**config.mk**
```make
export PLATFORM = sky130hd
export DESIGN_NAME = argb_pixel_compositor_top_flat
export DESIGN_NICKNAME = d
export VERILOG_FILES = /design/src/rtl/core/apc_pkg.sv /design/src/rtl/core/apc_in_if.sv /design/src/rtl/core/apc_out_if.sv /design/src/rtl/core/apc_lane.sv /design/src/rtl/core/argb_pixel_compositor_top.sv /design/src/flat_wrapper.sv
export SDC_FILE = /design/constraint.sdc
export NUM_CORES = 2
export LEC_CHECK = 0
export BUFFER_PORTS_ARGS = -buffer_cell sky130_fd_sc_hd__buf_2
export CAP_MARGIN = 25
export CORE_MARGIN = 10
export CORE_UTILIZATION = 55
export CTS_CLUSTER_SIZE = 16
export DETAILED_ROUTE_END_ITERATION = 8
export MAX_ROUTING_LAYER = met4
export PLACE_DENSITY = 0.73
export RECOVER_POWER = 50
export SLEW_MARGIN = 20
export SYNTH_ARGS = -nofsm -noshare
export SYNTH_HDL_FRONTEND = slang
export SYNTH_SLANG_ARGS = --single-unit
```
**constraint.sdc**
```tcl
create_clock -name clk -period 36.6 [get_ports clk]
set_clock_uncertainty 0.05 [all_clocks]
set_input_delay 5.49 -clock clk [delete_from_list [all_inputs] [get_ports clk]]
set_output_delay 5.49 -clock clk [all_outputs]
set_load 0.05 [all_outputs]
```
**src/rtl/core/apc_pkg.sv**
```systemverilog
// Shared types, codes and rounding helpers for the ARGB pixel compositor.
`timescale 1ns / 1ps
package apc_pkg;

  localparam logic [2:0] CMD_OVER_PIXEL = 3'd0;
  localparam logic [2:0] CMD_OVER_SOLID = 3'd1;
  localparam logic [2:0] CMD_MIX        = 3'd2;
  localparam logic [2:0] CMD_OPAC_MASK  = 3'd3;
  localparam logic [2:0] CMD_OPAC_LEVEL = 3'd4;
  localparam logic [2:0] CMD_BRI_MASK   = 3'd5;
  localparam logic [2:0] CMD_BRI_LEVEL  = 3'd6;
  localparam logic [2:0] CMD_FILL       = 3'd7;

  localparam logic [1:0] CFG_SOLID_COLOR  = 2'd0;
  localparam logic [1:0] CFG_ADJUST_LEVEL = 2'd1;

  localparam logic [2:0] LANE_PASS     = 3'd0;
  localparam logic [2:0] LANE_OVER_RGB = 3'd1;
  localparam logic [2:0] LANE_OVER_A   = 3'd2;
  localparam logic [2:0] LANE_MIX      = 3'd3;
  localparam logic [2:0] LANE_SCALE    = 3'd4;

  localparam logic [7:0] CH_MAX    = 8'hFF;
  localparam logic [8:0] LEVEL_ONE = 9'd255;

  typedef logic [2:0] lane_op_t;

  typedef struct packed {
    lane_op_t   op;
    logic [8:0] k;
  } lane_ctrl_t;

  // Exact floor(t / 255) for t below 255 * 257.
  function automatic logic [8:0] div255(input logic [16:0] t);
    logic [17:0] sum;
    sum = {1'b0, t} + {9'd0, t[16:8]} + 18'd1;
    return sum[16:8];
  endfunction

  // Round-to-nearest p / 255.
  function automatic logic [8:0] rnd255(input logic [16:0] p);
    return div255(p + 17'd127);
  endfunction

  function automatic logic [7:0] sat8(input logic [9:0] v);
    return (v > {2'b00, CH_MAX}) ? CH_MAX : v[7:0];
  endfunction

endpackage

```
**src/rtl/core/apc_in_if.sv**
```systemverilog
// Input word channel: command, destination, source and mix weight.
`timescale 1ns / 1ps
interface apc_in_if;
  logic        valid;
  logic        ready;
  logic [2:0]  command;
  logic [31:0] dest_pixel;
  logic [31:0] source_pixel;
  logic [7:0]  mix_weight;

  modport source (output valid, output command, output dest_pixel,
                  output source_pixel, output mix_weight, input ready);
  modport sink (input valid, input command, input dest_pixel,
                input source_pixel, input mix_weight, output ready);
endinterface

```
**src/rtl/core/apc_out_if.sv**
```systemverilog
// Output word channel: result pixel.
`timescale 1ns / 1ps
interface apc_out_if;
  logic        valid;
  logic        ready;
  logic [31:0] result_pixel;

  modport source (output valid, output result_pixel, input ready);
  modport sink (input valid, input result_pixel, output ready);
endinterface

```
**src/rtl/core/apc_lane.sv**
```systemverilog
// One 8-bit channel datapath: over, mix and level scaling.
`timescale 1ns / 1ps
module apc_lane
  import apc_pkg::*;
(
  input  lane_ctrl_t ctrl,
  input  logic [7:0] d,
  input  logic [7:0] s,
  output logic [7:0] result
);

  logic [7:0]  ax;
  logic [8:0]  ay;
  logic [7:0]  bx;
  logic [8:0]  by;
  logic [16:0] prod_a;
  logic [16:0] prod_b;
  logic [8:0]  rnd_a;
  logic [8:0]  rnd_b;
  logic [8:0]  up_a;
  logic        s_low;
  logic [7:0]  mix_base;
  logic [7:0]  mix_diff;
  logic [7:0]  mix_wt;
  logic        level_up;
  logic [8:0]  mix_sum;

  assign s_low    = (s <= d);
  assign mix_base = s_low ? s : d;
  assign mix_diff = s_low ? (d - s) : (s - d);
  assign mix_wt   = s_low ? ctrl.k[7:0] : (CH_MAX - ctrl.k[7:0]);
  assign level_up = (ctrl.k > LEVEL_ONE);

  always_comb begin
    ax = '0;
    ay = '0;
    bx = '0;
    by = '0;
    case (ctrl.op)
      LANE_OVER_RGB: begin
        ax = d;
        ay = {1'b0, CH_MAX - ctrl.k[7:0]};
        bx = s;
        by = ctrl.k;
      end
      LANE_OVER_A: begin
        ax = CH_MAX - d;
        ay = ctrl.k;
      end
      LANE_MIX: begin
        ax = mix_diff;
        ay = {1'b0, mix_wt};
      end
      LANE_SCALE: begin
        ax = d;
        ay = level_up ? (ctrl.k - LEVEL_ONE) : ctrl.k;
      end
      default: begin
        ax = '0;
      end
    endcase
  end

  assign prod_a = ax * ay;
  assign prod_b = bx * by;
  assign rnd_a  = rnd255(prod_a);
  assign rnd_b  = rnd255(prod_b);
  assign up_a   = 9'((prod_a + 17'd128) >> 8);
  assign mix_sum = {1'b0, mix_base} + rnd_a;

  always_comb begin
    case (ctrl.op)
      LANE_OVER_RGB: result = sat8({1'b0, rnd_a} + {1'b0, rnd_b});
      LANE_OVER_A:   result = sat8({2'b00, d} + {1'b0, rnd_a});
      LANE_MIX:      result = mix_sum[7:0];
      LANE_SCALE: begin
        if (level_up) begin
          result = sat8({2'b00, d} + {1'b0, up_a});
        end else begin
          result = rnd_a[7:0];
        end
      end
      default:       result = d;
    endcase
  end

endmodule

```
**src/rtl/core/argb_pixel_compositor_top.sv**
```systemverilog
// Top level of the ARGB pixel compositor: input stage, four lanes, result register.
//
// Usage: each word on req carries a command, a destination pixel, a source or
// mask pixel and a mix weight; one result pixel per word leaves on rsp, in order.
// Both channels use valid/ready; a word moves when both are high at a clock edge.
// Registers solid_color and adjust_level are written through cfg_we, cfg_index and
// cfg_data; the user must write them only while no word is in flight, as the block
// itself does not enforce it; there is no read-back.
// Path: a word taken on req is registered in the input stage, computed by four parallel
// 8-bit lanes (two 8x9 multiplies each, then an add-based divide by 255) and registered
// in the result register, which drives rsp. Throughput: one word per cycle while
// rsp.ready is high, set by the single lane pass between the input stage and the
// result register. Stall: when rsp.ready is low the result register holds, the input
// stage still takes one more word, and req.ready drops only once both stages are full.
// Reset: rst (synchronous) empties both stages and sets solid_color to 0 and
// adjust_level to 255.
`timescale 1ns / 1ps
module argb_pixel_compositor_top
  import apc_pkg::*;
(
  input  logic         clk,
  input  logic         rst,
  apc_in_if.sink       req,
  apc_out_if.source    rsp,
  input  logic         cfg_we,
  input  logic [1:0]   cfg_index,
  input  logic [31:0]  cfg_data
);

  logic [31:0] solid_color;
  logic [8:0]  adjust_level;

  logic        stage_valid;
  logic [2:0]  stage_cmd;
  logic [31:0] stage_dest;
  logic [31:0] stage_src;
  logic [7:0]  stage_weight;

  logic        result_valid;
  logic [31:0] result_pixel;
  logic [31:0] result_pixel_next;

  logic        result_ready;
  logic        stage_ready;

  logic [31:0] src_pix;
  logic [31:0] lane_pix;
  logic [7:0]  src_alpha;
  logic [7:0]  mask_alpha;
  lane_ctrl_t  lane_ctrl [4];

  always_ff @(posedge clk) begin
    if (rst) begin
      solid_color  <= '0;
      adjust_level <= LEVEL_ONE;
    end else if (cfg_we) begin
      case (cfg_index)
        CFG_SOLID_COLOR:  solid_color  <= cfg_data;
        CFG_ADJUST_LEVEL: adjust_level <= cfg_data[8:0];
        default: begin
          solid_color <= solid_color;
        end
      endcase
    end
  end

  assign result_ready = !result_valid || rsp.ready;
  assign stage_ready  = !stage_valid || result_ready;
  assign req.ready    = stage_ready;

  always_ff @(posedge clk) begin
    if (rst) begin
      stage_valid <= 1'b0;
    end else if (stage_ready) begin
      stage_valid <= req.valid;
    end
  end

  always_ff @(posedge clk) begin
    if (stage_ready && req.valid) begin
      stage_cmd    <= req.command;
      stage_dest   <= req.dest_pixel;
      stage_src    <= req.source_pixel;
      stage_weight <= req.mix_weight;
    end
  end

  assign src_pix    = (stage_cmd == CMD_OVER_SOLID) ? solid_color : stage_src;
  assign lane_pix   = (stage_cmd == CMD_FILL) ? solid_color : stage_dest;
  assign src_alpha  = src_pix[31:24];
  assign mask_alpha = stage_src[31:24];

  always_comb begin
    for (int i = 0; i < 4; i++) begin
      lane_ctrl[i].op = LANE_PASS;
      lane_ctrl[i].k  = '0;
    end
    case (stage_cmd)
      CMD_OVER_PIXEL, CMD_OVER_SOLID: begin
        if (src_alpha != 8'd0) begin
          for (int i = 0; i < 3; i++) begin
            lane_ctrl[i].op = LANE_OVER_RGB;
            lane_ctrl[i].k  = {1'b0, src_alpha};
          end
          lane_ctrl[3].op = LANE_OVER_A;
          lane_ctrl[3].k  = {1'b0, src_alpha};
        end
      end
      CMD_MIX: begin
        for (int i = 0; i < 4; i++) begin
          lane_ctrl[i].op = LANE_MIX;
          lane_ctrl[i].k  = {1'b0, stage_weight};
        end
      end
      CMD_OPAC_MASK: begin
        lane_ctrl[3].op = LANE_SCALE;
        lane_ctrl[3].k  = {1'b0, mask_alpha};
      end
      CMD_OPAC_LEVEL: begin
        lane_ctrl[3].op = LANE_SCALE;
        lane_ctrl[3].k  = adjust_level;
      end
      CMD_BRI_MASK: begin
        for (int i = 0; i < 3; i++) begin
          lane_ctrl[i].op = LANE_SCALE;
          lane_ctrl[i].k  = {1'b0, mask_alpha};
        end
      end
      CMD_BRI_LEVEL: begin
        for (int i = 0; i < 3; i++) begin
          lane_ctrl[i].op = LANE_SCALE;
          lane_ctrl[i].k  = adjust_level;
        end
      end
      default: begin
        lane_ctrl[0].op = LANE_PASS;
      end
    endcase
  end

  for (genvar g = 0; g < 4; g++) begin : g_lane
    apc_lane u_lane (
      .ctrl   (lane_ctrl[g]),
      .d      (lane_pix[8*g +: 8]),
      .s      (src_pix[8*g +: 8]),
      .result (result_pixel_next[8*g +: 8])
    );
  end

  always_ff @(posedge clk) begin
    if (rst) begin
      result_valid <= 1'b0;
    end else if (result_ready) begin
      result_valid <= stage_valid;
    end
  end

  always_ff @(posedge clk) begin
    if (result_ready && stage_valid) begin
      result_pixel <= result_pixel_next;
    end
  end

  assign rsp.valid        = result_valid;
  assign rsp.result_pixel = result_pixel;

  a_reset_empty: assert property (@(posedge clk)
    rst |=> !stage_valid && !result_valid)
    else $error("pipeline not empty after reset");

  a_stage_hold: assert property (@(posedge clk) disable iff (rst)
    stage_valid && !result_ready |=> stage_valid && $stable(stage_dest)
      && $stable(stage_cmd))
    else $error("input stage lost a word under stall");

  a_fill_value: assert property (@(posedge clk) disable iff (rst)
    stage_valid && result_ready && stage_cmd == CMD_FILL
      |=> result_valid && result_pixel == $past(solid_color))
    else $error("fill result differs from solid color");

  a_bri_alpha: assert property (@(posedge clk) disable iff (rst)
    stage_valid && result_ready
      && (stage_cmd == CMD_BRI_MASK || stage_cmd == CMD_BRI_LEVEL)
      |=> result_pixel[31:24] == $past(stage_dest[31:24]))
    else $error("brightness command changed alpha");

  a_result_source: assert property (@(posedge clk) disable iff (rst)
    $rose(result_valid) |-> $past(stage_valid))
    else $error("result appeared without a staged word");

endmodule

```
**src/flat_wrapper.sv**
```systemverilog
// flat-port wrapper written by rule: the top's interface ports become plain ports
module argb_pixel_compositor_top_flat import apc_pkg::*;
  (clk, rst, cfg_we, cfg_index, cfg_data, req_valid, req_command, req_dest_pixel, req_source_pixel, req_mix_weight, req_ready, rsp_valid, rsp_result_pixel, rsp_ready);
  apc_in_if req_i ();
  apc_out_if rsp_i ();
  input  logic clk;
  input  logic rst;
  input  logic cfg_we;
  input  logic [1:0] cfg_index;
  input  logic [31:0] cfg_data;
  input wire logic [$bits(req_i.valid)-1:0] req_valid;
  input wire logic [$bits(req_i.command)-1:0] req_command;
  input wire logic [$bits(req_i.dest_pixel)-1:0] req_dest_pixel;
  input wire logic [$bits(req_i.source_pixel)-1:0] req_source_pixel;
  input wire logic [$bits(req_i.mix_weight)-1:0] req_mix_weight;
  output wire logic [$bits(req_i.ready)-1:0] req_ready;
  output wire logic [$bits(rsp_i.valid)-1:0] rsp_valid;
  output wire logic [$bits(rsp_i.result_pixel)-1:0] rsp_result_pixel;
  input wire logic [$bits(rsp_i.ready)-1:0] rsp_ready;
  assign req_i.valid = req_valid;
  assign req_i.command = req_command;
  assign req_i.dest_pixel = req_dest_pixel;
  assign req_i.source_pixel = req_source_pixel;
  assign req_i.mix_weight = req_mix_weight;
  assign req_ready = req_i.ready;
  assign rsp_valid = rsp_i.valid;
  assign rsp_result_pixel = rsp_i.result_pixel;
  assign rsp_i.ready = rsp_ready;
  argb_pixel_compositor_top u_core (.clk(clk), .rst(rst), .req(req_i), .rsp(rsp_i), .cfg_we(cfg_we), .cfg_index(cfg_index), .cfg_data(cfg_data));
endmodule
```
==> results.ini <==
[critical_path]
cp.required_ps=36770
crit_fanout=34
crit_top_cell=ha_1
r2r_end=u_core.rsp.result_pixel[21]$_DFFE_PP_
critPathSlowestCell=a21oi_1
critPathArrivalTime_ps=15970
reg2reg_slack_ps=20800
crit_path_start_kind=flip-flop
path_delay_family=compound AO/OA/AOI/OAI gates
critPathMaxStageDelay_ps=830
reg2reg_from=u_core.stage_cmd[2]$_DFFE_PP_
ff2ff_path_depth=53
end_kind=flip-flop
worst-path-buf-inv=8
criticalPathCategory=reg -> reg

[timing]
rsz0062_at_grt=no
fin_crit_ps=15800
worst_pin_slew_ps=2540
hold_viol_final=0
min_period_over_period_pct=43.2
finalSetupTns_ps=0
max_clock_freq_ghz=0.0633
maxSlewViolCount=100
max_slew_margin_pct=-69.0
finalSetupViolations=0
fin_hold_ws_ps=428

[drt]
first_pass_iters=7
ant_nets=0
dr.first_iter.drc_count=3238
wire_per_inst_um=20.4
num_vias=33900
wl_um=113000
via_per_inst=6.13
drc=0

[run]
drv_cap=3

[die]
die_y_um=280
start_util_pct=55.3
core_um2=67000
fp.dieW_um=280
io_pins=148
std_cell_rows=95
design.die.area_um2=78200

[clock_network]
cts.repair.resized=0
cts_buffers=17
cts_tree=yes
postCtsSetupBuffers=0
htree_levels=4
cts_buffer_depth=2
clkTransAtPathRegs_ps=90
ctsHoldBuffers=0
cts.sinks=150
clockRootBuffer=clkbuf_16
clk_latency_ps=520

[min_path]
holdPathEnd=u_core.solid_color[21]$_SDFFE_PP0P_
worstHoldStart=u_core.solid_color[21]$_SDFFE_PP0P_
min_path_type=reg -> reg
hold_path_depth=2

[logic_synthesis]
synth_xor_area_share_pct=8.79
synth_top_family_by_area=adder cells
synthArstFlopShare_pct=0
synth_seq_area_share_pct=11.0
yosysTopAreaCell=fa_1
yosysMostFrequentCell=inv_1
postSynthAreaPerCell_um2=8.18
synthAdderAreaFrac_pct=33.6
syn_inst=4535
synth_mux_area_share_pct=3.30
synth_top_cell_area_share_pct=17.5
ys_warn_count=0
synth_edf_count=107
yosys-top-cells-count=527 x inv_1, 523 x nor2_1, 467 x ha_1
synth_compound_area_share_pct=17.6
synthesis.area_um2=37100
synth.distinct_cells=118
synth_ff_type=edfxtp_1
synth-simple-area-share_pct=18.7
synth.area.top_cells=fa_1 18%, ha_1 16%, edfxtp_1 8.7%, xnor2_1 5.8%, inv_1 5.3%
ys_ff_latch=150

[power]
ir_drop_v=0.0000377
p_leak_nw=18.9
power_density_nw_per_um2=50.7

[global_route]
grt_pass1_wl_um=179000
grt_overflow=0
grt_antenna_before_repair=0
grt_pass1_vias=32700
grt_usage_pct=29.3
grt_max_degree=71

[placement]
dp.cells=5498
gp_congestion=0.993
numPortBuffers=147
post-dp-hpwl_um=90800

[finish]
areaGrowthSynthToFinish_pct=6.92
final_cells=5536
drive_above_1_share_pct=8.84
regArea_um2=4070
multi_input_area_um2=30600
fill_cells=6130
layout.nets=5555

[outcome]
outcome=complete, but fails checks
violations=capacitance limit, slew limit

how the worst max path moves through the flow:
stage / slack (ps) / depth (start not counted) / end / from
after floorplan: 21960 / 56 / u_core.rsp.result_pixel[30]$_DFFE_PP_ / u_core.stage_cmd[1]$_DFFE_PP_
after global placement: 21300 / 53 / u_core.rsp.result_pixel[21]$_DFFE_PP_ / u_core.stage_cmd[2]$_DFFE_PP_
after detailed placement: 21140 / 53 / u_core.rsp.result_pixel[21]$_DFFE_PP_ / u_core.stage_cmd[2]$_DFFE_PP_
after CTS: 21090 / 53 / u_core.rsp.result_pixel[21]$_DFFE_PP_ / u_core.stage_cmd[2]$_DFFE_PP_
after global routing: 19940 / 53 / u_core.rsp.result_pixel[21]$_DFFE_PP_ / u_core.stage_cmd[2]$_DFFE_PP_
final: 20800 / 53 / u_core.rsp.result_pixel[21]$_DFFE_PP_ / u_core.stage_cmd[2]$_DFFE_PP_
power breakdown:
part           switching, W  internal (W)  total [W]
Sequential       0.00000925      0.000202   0.000211
Combinational      0.000982      0.000620    0.00160
Clock              0.000101     0.0000971   0.000198
layout make-up:
cell class                 instances  share of cell area (%)
antenna                            1                 0.00631
clock inverter                    14                   0.407
timing repair buffer             214                    3.18
multi-input combinational       3735                    77.3
clock buffer                      18                    1.08
sequential                       150                    10.3
inverter                         531                    5.03
tap                              873                    2.76
tightest hold or removal path, stage by stage (launching register included):
cell	delay [ps]
dfxtp_1	330
nand2_1	50
a21oi_1	50
sequential cells by signal (all words and copies together), names as in the netlist, 3 cells and up:
name	cells
u_core.stage_cmd	3
u_core.adjust_level	9
u_core.solid_color	32
u_core.stage_weight	8
u_core.stage_src	32
u_core.rsp.result_pixel	32
u_core.stage_dest	32
cell usage in the layout (no fill, tap or decap), drive strengths merged, types with 31 or more instances in the layout:
cell	n
nor2b	47
inv	537
o21a	38
dfxtp	43
o221ai	34
or2	93
nand2	404
nand2b	31
xor2	114
a21oi	251
and3	38
a211oi	52
nor2	524
o21ai	158
edfxtp	107
nor3	99
nand3	65
ha	467
and2	31
mux2i	106
xnor2	246
a221oi	31
fa	325
buf	203
a21o	77
per-layer routing:
metal	part of all wire (%)	vias to the layer above	wire, um	global-route usage [%]
met5	0	-	0	-
li1	-	15900	-	-
met2	45	1475	50400	44.9
met1	44	16300	49100	39.2
met3	8.3	227	9390	4.34
met4	3.5	0	3890	9.81
through the flow:
stage                     util [%]  worst slack (ps)  instance area, um2  power, W
after floorplan                  -             21960               37200   0.00142
after global placement        58.2             21300               39000   0.00175
after detailed placement      58.2             21140               39000   0.00177
after CTS                     59.1             21090               39600   0.00198
after global routing          59.1             19940               39600   0.00218
final                         59.1             20800               39600   0.00201
cell families (layout without fill, tap and decap cells):
logic type                 Yosys count  count (layout)
adders and majority gates          803             803
muxes                              120             120
buffers and inverters              672             777
other                                2              25
xor gates and xnor gates           364             364
AOI/OAI and AO/OA                  944             944
and+or+nand+nor                   1480            1480
DFF                                150             150
Note: power is estimated with default switching activity, not from simulation.
